===== src/design/gpio_rb_pkg.sv =====
// Package: register map, codes and stream item layouts for the GPIO register block.
`default_nettype none
package gpio_rb_pkg;

  localparam int WORD_W = 6;
  localparam int DATA_W = 32;
  localparam int PAD_W = 28;
  localparam int FIELD_W = 3;
  localparam int PINS_PER_WORD = 10;

  localparam logic [WORD_W-1:0] FSEL_WORDS = 6'd6;
  localparam logic [WORD_W-1:0] WORD_SET = 6'd7;
  localparam logic [WORD_W-1:0] WORD_CLR = 6'd10;
  localparam logic [WORD_W-1:0] WORD_LEV = 6'd13;
  localparam logic [WORD_W-1:0] WORD_PUD = 6'd37;
  localparam logic [WORD_W-1:0] WORD_PUDCLK = 6'd38;

  localparam logic [FIELD_W-1:0] FUNC_OUTPUT = 3'd1;
  localparam logic [1:0] PULL_DOWN_CODE = 2'd1;
  localparam logic [1:0] PULL_UP_CODE = 2'd2;

  typedef enum logic {
    OP_READ  = 1'b0,
    OP_WRITE = 1'b1
  } op_t;

  // Input transaction, 72 bits, op in bit 0.
  typedef struct packed {
    logic [4:0]        fill;
    logic [PAD_W-1:0]  pad_levels;
    logic [DATA_W-1:0] write_data;
    logic [WORD_W-1:0] word_index;
    op_t               op;
  } in_item_t;

  // Result transaction, 144 bits, read_data in the low word.
  typedef struct packed {
    logic [PAD_W-1:0]  pull_down_enables;
    logic [PAD_W-1:0]  pull_up_enables;
    logic [PAD_W-1:0]  drive_enables;
    logic [PAD_W-1:0]  drive_values;
    logic [DATA_W-1:0] read_data;
  } out_item_t;

endpackage
`default_nettype wire


===== src/design/gpio_register_block.sv =====
// GPIO register block: top level with input register, register file and result register.
`default_nettype none
// One bus access per transaction: a read or write to a word offset (0-5 function
// select, 7 set, 10 clear, 13 level, 37 pull control, 38 pull clock) plus the
// sampled pad levels. Each transaction returns one result holding the read data
// and the drive and pull outputs after the access. The block takes one
// transaction every clock cycle unless back-pressure stalls it; an accepted
// transaction is held in the input register and then in the result register,
// which presents the result. Result-side back-pressure stalls both registers.
module gpio_register_block #(
  parameter int PIN_COUNT = 28
) (
  input  wire          clk,
  input  wire          rst,
  input  wire          s_axis_tvalid,
  output logic         s_axis_tready,
  // op[0], word_index[6:1], write_data[38:7], pad_levels[66:39], zero fill
  input  wire  [71:0]  s_axis_tdata,
  output logic         m_axis_tvalid,
  input  wire          m_axis_tready,
  // read_data[31:0], drive_values[59:32], drive_enables[87:60],
  // pull_up_enables[115:88], pull_down_enables[143:116]
  output logic [143:0] m_axis_tdata
);

  localparam int FW = gpio_rb_pkg::FIELD_W;
  localparam int DW = gpio_rb_pkg::DATA_W;
  localparam int PW = gpio_rb_pkg::PAD_W;

  gpio_rb_pkg::in_item_t  in_reg;
  gpio_rb_pkg::out_item_t out_reg;
  gpio_rb_pkg::out_item_t out_next;
  logic                   in_valid;
  logic                   advance;
  logic                   commit;
  logic                   wr;

  logic [FW-1:0]          fsel [PIN_COUNT];
  logic [FW-1:0]          fsel_next [PIN_COUNT];
  logic [1:0]             pull_state [PIN_COUNT];
  logic [1:0]             pull_state_next [PIN_COUNT];
  logic [DW-1:0]          fsel_rd_part [PIN_COUNT];
  logic [PIN_COUNT-1:0]   output_latch;
  logic [PIN_COUNT-1:0]   output_latch_next;
  logic [1:0]             pull_control;
  logic [1:0]             pull_control_next;
  logic [PIN_COUNT-1:0]   en_cur;
  logic [PIN_COUNT-1:0]   en_next;
  logic [PIN_COUNT-1:0]   up_next;
  logic [PIN_COUNT-1:0]   dn_next;
  logic [PIN_COUNT-1:0]   pads;
  logic [PIN_COUNT-1:0]   wdata_pins;
  logic [DW-1:0]          fsel_rd;
  logic [DW-1:0]          read_data;

  assign advance       = !m_axis_tvalid || m_axis_tready;
  assign s_axis_tready = !in_valid || advance;
  assign commit        = in_valid && advance;
  assign wr            = (in_reg.op == gpio_rb_pkg::OP_WRITE);
  assign m_axis_tdata  = out_reg;

  assign pads       = PIN_COUNT'(DW'(in_reg.pad_levels));
  assign wdata_pins = in_reg.write_data[PIN_COUNT-1:0];

  for (genvar p = 0; p < PIN_COUNT; p++) begin : g_pin
    localparam int Word = p / gpio_rb_pkg::PINS_PER_WORD;
    localparam int Lsb = (p % gpio_rb_pkg::PINS_PER_WORD) * FW;
    logic hit;
    assign hit = (in_reg.word_index == gpio_rb_pkg::WORD_W'(Word));
    assign fsel_next[p] = (hit && wr) ? in_reg.write_data[Lsb +: FW] : fsel[p];
    assign fsel_rd_part[p] = (hit && !wr) ? (DW'(fsel[p]) << Lsb) : '0;
    assign pull_state_next[p] =
      (wr && in_reg.word_index == gpio_rb_pkg::WORD_PUDCLK && in_reg.write_data[p])
        ? pull_control : pull_state[p];
    assign en_cur[p]  = (fsel[p] == gpio_rb_pkg::FUNC_OUTPUT);
    assign en_next[p] = (fsel_next[p] == gpio_rb_pkg::FUNC_OUTPUT);
    assign up_next[p] = (pull_state_next[p] == gpio_rb_pkg::PULL_UP_CODE);
    assign dn_next[p] = (pull_state_next[p] == gpio_rb_pkg::PULL_DOWN_CODE);
  end

  always_comb begin
    fsel_rd = '0;
    for (int p = 0; p < PIN_COUNT; p++) begin
      fsel_rd = fsel_rd | fsel_rd_part[p];
    end
  end

  always_comb begin
    output_latch_next = output_latch;
    pull_control_next = pull_control;
    read_data         = '0;
    if (wr) begin
      unique case (in_reg.word_index)
        gpio_rb_pkg::WORD_SET: output_latch_next = output_latch | wdata_pins;
        gpio_rb_pkg::WORD_CLR: output_latch_next = output_latch & ~wdata_pins;
        gpio_rb_pkg::WORD_PUD: pull_control_next = in_reg.write_data[1:0];
        default: ;
      endcase
    end else if (in_reg.word_index < gpio_rb_pkg::FSEL_WORDS) begin
      read_data = fsel_rd;
    end else begin
      unique case (in_reg.word_index)
        gpio_rb_pkg::WORD_LEV: read_data = DW'((output_latch & en_cur) | (pads & ~en_cur));
        gpio_rb_pkg::WORD_PUD: read_data = DW'(pull_control);
        default: ;
      endcase
    end
    out_next.read_data         = read_data;
    out_next.drive_values      = PW'(DW'(output_latch_next));
    out_next.drive_enables     = PW'(DW'(en_next));
    out_next.pull_up_enables   = PW'(DW'(up_next));
    out_next.pull_down_enables = PW'(DW'(dn_next));
  end

  always_ff @(posedge clk) begin
    if (rst) begin
      in_valid      <= 1'b0;
      m_axis_tvalid <= 1'b0;
    end else begin
      if (s_axis_tvalid && s_axis_tready) begin
        in_valid <= 1'b1;
      end else if (advance) begin
        in_valid <= 1'b0;
      end
      if (advance) begin
        m_axis_tvalid <= in_valid;
      end
    end
  end

  always_ff @(posedge clk) begin
    if (s_axis_tvalid && s_axis_tready) begin
      in_reg <= gpio_rb_pkg::in_item_t'(s_axis_tdata);
    end
    if (commit) begin
      out_reg <= out_next;
    end
  end

  always_ff @(posedge clk) begin
    if (rst) begin
      output_latch <= '0;
      pull_control <= '0;
      for (int p = 0; p < PIN_COUNT; p++) begin
        fsel[p]       <= '0;
        pull_state[p] <= '0;
      end
    end else if (commit) begin
      output_latch <= output_latch_next;
      pull_control <= pull_control_next;
      for (int p = 0; p < PIN_COUNT; p++) begin
        fsel[p]       <= fsel_next[p];
        pull_state[p] <= pull_state_next[p];
      end
    end
  end

`ifndef SYNTHESIS
  a_commit_gives_result: assert property (@(posedge clk) disable iff (rst)
    commit |=> m_axis_tvalid)
    else $error("committed transaction produced no result");

  a_write_reads_zero: assert property (@(posedge clk) disable iff (rst)
    (commit && wr) |=> (m_axis_tdata[31:0] == '0))
    else $error("write transaction returned nonzero read data");

  a_pull_exclusive: assert property (@(posedge clk) disable iff (rst)
    m_axis_tvalid |-> ((m_axis_tdata[115:88] & m_axis_tdata[143:116]) == '0))
    else $error("pin has both pull-up and pull-down");
`endif

endmodule
`default_nettype wire


===== config.mk =====
export PLATFORM = sky130hd
export DESIGN_NAME = gpio_register_block
export DESIGN_NICKNAME = d
export VERILOG_FILES = /design/src/design/gpio_rb_pkg.sv /design/src/design/gpio_register_block.sv
export SDC_FILE = /design/constraint.sdc
export NUM_CORES = 1
export LEC_CHECK = 0
export ABC_AREA = 1
export BUFFER_PORTS_ARGS = -buffer_cell sky130_fd_sc_hd__buf_4
export CORE_ASPECT_RATIO = 0.7
export CORE_MARGIN = 2
export CORE_UTILIZATION = 30
export DETAILED_ROUTE_END_ITERATION = 10
export PLACE_DENSITY = 0.45
export SETUP_SLACK_MARGIN = 0.4
export SLEW_MARGIN = 20
export SYNTH_ARGS = -nofsm -noshare
export SYNTH_HDL_FRONTEND = slang
export SYNTH_SLANG_ARGS = --single-unit

===== constraint.sdc =====
create_clock -name clk -period 28.4 [get_ports clk]
set_input_delay 2.84 -clock clk [delete_from_list [all_inputs] [get_ports clk]]
set_output_delay 2.84 -clock clk [all_outputs]
set_load 0.005 [all_outputs]

==> flow_results.org, run 1 <==
** Status
- Run status :: finished, final reports clean

** Route
- Dividing the detail-routed wire length by the instance count gives 19.32 µm.
- For this block, the via count after detailed routing is 13220.
- Final routed DRC violation total :: 0
- Number of DRC markers after the initial detailed-route iteration :: 1194
- Count of antenna-violating nets left after detailed routing :: 0
- The detailed router used layers up to and including met4.
- Via density per instance :: 4.689
- Number of detailed-route iterations in the first pass :: 6
- Wire segments on met2 add up to 24140 µm in the final route.
- Final wirelength :: 54460 µm
- In the final routing, the length of wire on met1 measures 25930 µm.
- After detailed routing, the met3 layer carries 3300 µm of wire.

** Worst setup path
- The startpoint identified for the worst register-to-register timing path is wr.
- Along the worst path, the maximum fanout reaches 3.
- Data arrives at the worst endpoint at 3340 ps.
- Worst r2r path cells :: 10
- Critical path startpoint category :: primary input
- Reg-to-reg endpoint :: pull_state[0][5]
- Type of element capturing the critical path :: primary output
- For flop-to-flop paths, the worst setup slack is 25140 ps.
- CP required :: 25560 ps
- Critical Setup Path Class :: in2out

** Placement
- Once placement finished, the instance area stood at 19780 µm².
- Setup WS pre-CTS :: 22210 ps
- Final weighted congestion in routability-driven placement :: 0.8413
- Buffers placed on the I/O ports in this run total 212.
- Cell count after placement :: 2742
- Half-perimeter wire length of the detailed placement result :: 35630 µm

** STA
- Number of endpoints failing setup at the final stage :: 0
- Worst relative slew slack :: 0.2921
- Worst Clk Skew :: 20.08 ps
- RSZ-0062 raised after global routing :: no
- Summed over all failing endpoints, the final setup total negative slack is 0 ps.
- The max-slew violation count was 0.
- Worst hold slack :: 469.0 ps
- Across all setup checks in the final design, the least slack found is 22220 ps.
- Dividing the final minimum period by the clock period gives 0.2177.
- Worst Max-Slew Pin Slew :: 1059 ps
- Post-layout minimum cycle time :: 6183 ps
- Based on the critical path, the design can be clocked at up to 161.7 MHz.
- The number of hold violations in the final report was 0.

** Clock tree
- After clock tree synthesis, the flow added hold-fix buffers numbering 0.
- After clock tree synthesis, the clock-pin slew on the worst setup and hold paths is 60 ps.
- H-tree depth :: 2
- Post-CTS repair changed the size of 0 cells.
- For the worst-skew pair, the clock arrives at the later sink with an insertion delay of 570 ps.
- CTS buffer count :: 43
- TritonCTS built the clock tree.
- Number of buffers between clock root and the deepest sink :: 3
- The clock net in this run drives a total of 379 sinks.
- Clock tree root buffer cell :: sky130_fd_sc_hd__clkbuf_16
- Buffers inserted by post-CTS timing repair :: 0

** Logic synthesis
- Yosys warns :: 0
- After synthesis, the share of flip-flops with an asynchronous set or reset is 0.
- A synthesized cell averages 9.484 µm².
- Counting flops with a built-in enable in the synthesized netlist gives 347.
- Leading area contributor after synthesis :: sky130_fd_sc_hd__edfxtp_1
- Post-Syn Instances :: 1836
- The synthesized netlist contains 30 unique library cells.
- The synthesized design contains 379 register bits.
- Among all flip-flop cells after synthesis, the most frequent one is sky130_fd_sc_hd__edfxtp_1.
- After synthesis, the cell types taking the most area are sky130_fd_sc_hd__edfxtp_1 60%, sky130_fd_sc_hd__nand2_1 13%, sky130_fd_sc_hd__nor2_1 5.3%, sky130_fd_sc_hd__inv_1 4.4%, sky130_fd_sc_hd__dfxtp_1 3.7%.
- Mapped cell area :: 17410 µm²
- Top-area cell type share of the netlist area :: 0.5984
- The share of the Yosys chip area taken by registers is 0.6352.

** Cells and area
- Filler cells :: 5722
- Across the whole layout, storage elements account for 11060 µm².
- In the final layout, the multi-input gates occupy 5229 µm².
- The number of antenna diodes in the final layout is 0.
- Non-filler instance count after layout :: 2819
- The finished cells cover 21230 µm².
- The register with the most flip-flops in the layout has 142 of them.
- Layout net count :: 2114
- Layout cell share with drive strength beyond 1 :: 0.1677
- Compared with the post-synthesis result, the final layout area differs by 21.94%.
- For this run, the share of the core covered by cells in the final layout is 0.3719.

** Die
- Width of the chip :: 292.0 µm
- The floorplan step defined a die boundary enclosing 60020 µm².
- Number of placement rows :: 73
- Die height :: 205.6 µm
- In this run the standard cell core region covers 57090 µm².
- For this design the top-level I/O count stands at 222.
- For this configuration, the core starts out at a cell density of 0.3050.

** Pwr
- In this run the power density over the cells is 63.08 nW/µm².
- Power, Total :: 1.339 mW
- Largest voltage drop on the vdd net :: 0.00003389 V
- LEAKAGE :: 8.917 nW

** Flow run
- The tool flagged a number of max-cap violations equal to 0.

** Worst hold path
- Min-Delay Startpoint :: output_latch[11]
- Type of the most critical hold path :: reg2reg
- Count of cells along the worst hold path :: 2
- The worst hold path terminates at output_latch[11].

** Global routing
- Wire length of the first global-routing pass :: 79680 µm
- Across every metal layer, demand over resource in global routing totals 0.1801.
- Largest net degree at the start of global routing :: 134
- The total overflow left after global routing is 0.
- The number of global-route vias before repair came to 12560.
- Initial antenna violation count :: 1
[worst max-delay path by stage]
stage / from / endpoint / slack (ps) / depth (start not counted)
2_1_floorplan: m_axis_tready / fsel[0][0] / 14630 / 6
4_1_cts: m_axis_tready / s_axis_tready / 22210 / 4
3_3_place_gp: m_axis_tready / s_axis_tready / 22220 / 4
3_5_place_dp: m_axis_tready / s_axis_tready / 22210 / 4
5_1_grt: m_axis_tready / s_axis_tready / 22180 / 4
6_report: m_axis_tready / s_axis_tready / 22220 / 4
[cell families after synthesis]
logic type,after synthesis,share of synthesized area
AO/OA/AOI/OAI,156,0.04556
buffers and inverters,283,0.06704
flip-flops,379,0.6352
other,1,0.0002154
AND/OR/NAND/NOR,1017,0.2520
[cell type report]
| type | instances | share of cell area |
|---|---|---|
| multi-input cells | 1175 | 0.2463 |
| flip-flops and latches | 379 | 0.5209 |
| inverters | 207 | 0.03683 |
| clock buffers | 53 | 0.05586 |
| clock inverters | 23 | 0.01126 |
| well taps | 750 | 0.04420 |
| repair buffers | 232 | 0.08468 |
[per-layer routing]
metal  up-vias  track usage
met4         0      0.04805
met2       415       0.2773
met3        71      0.02927
li1       6388            -
met1      6343       0.2625
met5         -            0
[critical path: stages]
cell and delay, ps:
sky130_fd_sc_hd__buf_4 110, sky130_fd_sc_hd__inv_1 110, sky130_fd_sc_hd__nand3_1 130, sky130_fd_sc_hd__buf_4 160
[cells in the final DEF (no fill, tap or decap), drive strengths merged]
cell	n
nor2	275
edfxtp	347
dfxtp	32
o22ai	2
bufinv	4
clkinvlp	3
a21oi	21
buf	232
clkinv	12
conb	2
nand3	85
inv	211
nand4	25
clkbuf	53
o21bai	1
a21o	1
nand2	594
nor3	5
nand3b	33
o211ai	2
o21ai	129
[synthesized netlist by cell type (3+ instances only)]
cell and instances:
sky130_fd_sc_hd__nand2_1 590, sky130_fd_sc_hd__edfxtp_1 347, sky130_fd_sc_hd__nor2_1 246, sky130_fd_sc_hd__inv_1 203, sky130_fd_sc_hd__o21ai_0 107, sky130_fd_sc_hd__nand3_1 85, sky130_fd_sc_hd__clkbuf_1 38, sky130_fd_sc_hd__nand3b_1 33
sky130_fd_sc_hd__dfxtp_1 32, sky130_fd_sc_hd__nor2_4 28, sky130_fd_sc_hd__nand4_1 25, sky130_fd_sc_hd__buf_2 24, sky130_fd_sc_hd__o21ai_1 22, sky130_fd_sc_hd__a21oi_1 21, sky130_fd_sc_hd__buf_4 5, sky130_fd_sc_hd__inv_2 4
sky130_fd_sc_hd__buf_1 3, sky130_fd_sc_hd__buf_6 3, sky130_fd_sc_hd__nand2_2 3, sky130_fd_sc_hd__nor3_4 3
[report_power, final]
| part | internal, mW | switching [mW] |
|---|---|---|
| clock network | 0.334 | 0.239 |
| registers | 0.645 | 0.0194 |
| logic | 0.0342 | 0.0677 |
Note: power is estimated with default switching activity, not from simulation.
==> inputs of run 2 (changes only) <==
Settings changed: ABC_AREA 1 to 0, PLACE_DENSITY 0.45 to 0.47.
Clock period 28.4 ns to 5.31 ns, I/O delays scaled along.
==> run 2 against run 1 <==
Sequential cell count unchanged. Critical path depth up 2. Routed wire length down 5.4%. Utilization about the same. Global-route usage down 0.54 points. Via count down 12%. Total power rose to 5.4 times the previous value. Count of clock-buffer cells in the layout up 1. Critical endpoint is now m_axis_tdata[26]. Highest routed layer unchanged.
==> flow_results.org, run 2 <==
** Status
- The flow ran to the end, and the final reports show no timing, DRC or antenna violations.

** Logic synthesis
- In the synthesized netlist, the cells that appear most often are 347 x sky130_fd_sc_hd__edfxtp_1, 288 x sky130_fd_sc_hd__nand2_1, 111 x sky130_fd_sc_hd__mux2i_1.
- The count of mapped cells out of synthesis was 1375 (-25%).
- The average cell area after synthesis came to 12.25 µm² (+29%).
- The netlist area before placement came to 16840 µm² (-3.3%).
- The number of warnings printed during yosys synthesis came to 0 (unchanged).
- Library cell with the highest instance count after synthesis :: sky130_fd_sc_hd__edfxtp_1
- Share of synthesized registers carrying an async set or reset :: 0 (unchanged)
- Seq/Total Area, Yosys :: 0.6566 (+0.02142)
- Main area contributors after synthesis :: sky130_fd_sc_hd__edfxtp_1 62%, sky130_fd_sc_hd__mux2i_1 6.6%, sky130_fd_sc_hd__nand2_1 6.4%, sky130_fd_sc_hd__dfxtp_1 3.8%, sky130_fd_sc_hd__a21oi_1 2.6%
- The register bit total from synthesis is 379 (unchanged).
- For this run, the leading register cell type out of synthesis is sky130_fd_sc_hd__edfxtp_1.
- Cell variety after synth :: 41 (+37%)
- The top cell type's share of synthesized area was 0.6186 (+0.02018).
- Leading area contributor after synthesis :: sky130_fd_sc_hd__edfxtp_1
- Number of enable-type register cells in the synthesized netlist :: 347 (unchanged)

** STA
- Post-layout minimum cycle time :: 3151 ps
- The max-slew violation count came to 0 (unchanged).
- Based on the critical path, the design can be clocked at up to 317.4 MHz.
- RSZ-0062 raised after global routing :: no
- The final-report setup violation count was 0 (unchanged).
- Worst hold slack :: 139.3 ps (-329.8 ps)
- The number of hold violations in the final report is 0 (unchanged).
- The clock skew is 22.62 ps (+2.537 ps).
- The accumulated negative setup slack was 0 ps (unchanged).
- Worst Max-Slew Pin Slew :: 1195 ps (+136.7 ps)
- Worst relative slew slack :: 0.2014 (-0.09078)
- In the finished design, the share of the clock period the worst path needs comes to 0.5934.

** Clock tree
- CTS sink cnt :: 379 (unchanged)
- Clock tree root buffer cell :: sky130_fd_sc_hd__clkbuf_16
- Buffers inserted by post-CTS timing repair :: 0 (unchanged)
- Number of gates resized after cts :: 0 (unchanged)
- The clock-pin slew of the registers on the worst-case setup and hold paths came to 60 ps (about the same).
- The number of buffers inserted during clock tree synthesis came to 41 (-4.7%).
- Clock insertion delay at the later pin of the skew report :: 570 ps (about the same)
- The number of buffers added to fix hold violations after cts was 0 (unchanged).
- The deepest clock path buffer count came to 3 (unchanged).
- H-tree depth :: 2 (unchanged)
- TritonCTS clock tree :: done

** Cells and area
- Layout net count :: 1616 (-24%)
- Leading cell types in the layout, fill and taps excluded :: 347 x sky130_fd_sc_hd__edfxtp_1, 287 x sky130_fd_sc_hd__nand2_1, 231 x sky130_fd_sc_hd__buf_4, 111 x sky130_fd_sc_hd__mux2i_1, 87 x sky130_fd_sc_hd__a21oi_1
- Most frequent standard cell in the layout excluding fill and tap cells :: sky130_fd_sc_hd__edfxtp_1
- Layout cell share with drive strength beyond 1 :: 0.2104 (+0.04271)
- Relative area change from synthesis to final layout :: 22.26%
- Filler cells :: 5408 (-5.5%)
- Max FFs per register :: 142 (unchanged)

** Pwr
- The proportion of power drawn by the clock network is 0.447 (+0.019).
- Internal Dissipation :: 5.673 mW (+460%)
- The fraction of power spent switching nets is 0.2216 (-0.02155).
- The reported net switching power is 1.615 mW (+400%).
- The worst-case vdd ir drop came to 0.0001830 V (+440%).
- Combinational cell fraction of total power :: 0.062 (-0.014)
- LEAKAGE :: 7.630 nW (-14%)
- The sequential cell fraction of total power is 0.492 (-0.004).
- Total power divided by cell area :: 353.9 nW/µm² (+460%)

** Die
- Width of the chip :: 287.2 µm (-1.6%)
- The I/O pin total came to 222 (unchanged).
- The cell row count was 72 (-1.4%).
- The initial cell density of the core came to 0.3040 (-0.0009877).
- The area of the die is 58090 µm² (-3.2%).
- Area of the core :: 55400 µm² (-2.9%)
- Die height :: 202.3 µm (-1.6%)

** Global routing
- Remaining global-route overflow :: 0 (unchanged)
- Largest net degree at the start of global routing :: 85 (-37%)
- The number of antenna violations at the first check in global routing came to 1 (unchanged).
- The first-pass GRT wire length is 74930 µm (-6.0%).
- Via count of the first global-routing pass :: 11290 (-10%)
- Global router's overall resource usage :: 0.1746 (-0.005447)

** Worst setup path
- Standard cell with the maximum stage delay on the critical path :: sky130_fd_sc_hd__nand4_2
- CP dominant cell by count :: sky130_fd_sc_hd__buf_4
- The critical path goes through buf_4 > nor3b_1 > nand4_2 > buf_4 > nor2_1 > a221o_1.
- The data required time at the worst endpoint came to 5730 ps (-19830 ps).
- Critical path startpoint category :: register
- The maximum cell stage delay along the critical path is 870 ps (+710 ps).
- The arrival time at the worst endpoint came to 3570 ps (+230 ps).
- Critical Setup Path Class :: reg2reg
- Worst-path fanout max :: 34 (+31)
- The worst setup path is captured at a register.

** Route
- Routed via count :: 11580 (-12%)
- Number of detailed-route iterations in the first pass :: 5 (-1)
- The total detailed-routing wirelength came to 51510 µm (-5.4%).
- The DRC violation count after routing is 0 (unchanged).
- The remaining number of nets flagged by the antenna check after routing was 0 (unchanged).
- Number of DRC markers after the initial detailed-route iteration :: 951 (-20%)
- Average routed wire per standard cell :: 22.26 µm (+15%)
- The average via count per standard cell came to 5.004 (+6.7%).

** Placement
- The number of buffer cells added on primary ports was 212 (unchanged).
- Half-perimeter wire length of the detailed placement result :: 33540 µm (-5.8%)
- The routability-driven placement congestion ratio came to 0.7967 (-5.3%).

** Worst hold path
- Type of the most critical hold path :: in2reg

** Flow run
- Total of max-cap violations :: 0 (unchanged)
## run 2: power groups by stage
stage               Sequential (mW)  Clock [mW]  Combinational, mW
CTS                            3.58        3.34              0.457
detailed placement             3.65           0              0.455
finish                         3.58        3.26              0.448
floorplan                      3.58           0              0.254
global placement               3.64           0              0.452
global route                   3.60        3.46              0.493
## run 2: logic make-up (layout without fill, tap and decap cells)
family | Yosys count | in the layout | synth area share
buffers and inverters | 114 | 311 | 0.03053
other | 1 | 3 | 0.0002226
AOI/OAI and AO/OA | 260 | 260 | 0.1052
and+or+nand+nor | 510 | 510 | 0.1415
muxes | 111 | 111 | 0.06596
DFF | 379 | 379 | 0.6566
## run 2: through the flow
stage	utilization	setup slack, ps	instances	power (mW)	instance area [µm²]
2_1_floorplan	-	561.4	1376	3.838	16860
3_3_place_gp	0.3438	2237	2237	4.094	19050
3_5_place_dp	0.3438	2156	2237	4.101	19050
4_1_cts	0.3715	2139	2313	7.384	20580
5_1_grt	0.3717	1901	2313	7.559	20590
6_report	0.3717	2159	2314	7.288	20590
## run 2: final timing paths
kind                    startpoint          endpoint  slack [ps]  depth (start not counted)
hold reg to reg   output_latch[18]  output_latch[18]         530                          1
setup / recovery         in_reg[1]  m_axis_tdata[26]        2160                          6
hold / removal    s_axis_tdata[40]           pads[1]         140                          1
setup reg to reg         in_reg[1]  m_axis_tdata[26]        2160                          6
## run 2: cell type report
| class | instances | area, µm² | area share |
|---|---|---|---|
| well taps | 740 | 925.9 | 0.04496 |
| repair buffers | 233 | 1757 | 0.08530 |
| multi-input cells | 883 | 5305 | 0.2576 |
| clock buffers | 54 | 1167 | 0.05668 |
| diodes | 1 | 2.502 | 0.0001215 |
| flip-flops and latches | 379 | 11060 | 0.5372 |
| inverters | 2 | 7.507 | 0.0003645 |
| clock inverters | 22 | 366.6 | 0.01780 |
## run 2: layer usage
metal | vias up | GRT usage | part of all wire
li1 | 5397 | - | -
met1 | 5742 | 0.2559 | 0.48
met2 | 377 | 0.2617 | 0.44
met3 | 64 | 0.03454 | 0.061
met4 | 0 | 0.04762 | 0.021
met5 | - | 0 | 0
## run 2: worst max-delay path, delay by kind of cell, from the launching register on
family | cells | cell delay (ps)
AO/OA/AOI/OAI | 1 | 130
flip-flops | 1 | 320
buffers and inverters | 2 | 1010
AND/OR/NAND/NOR | 3 | 1520
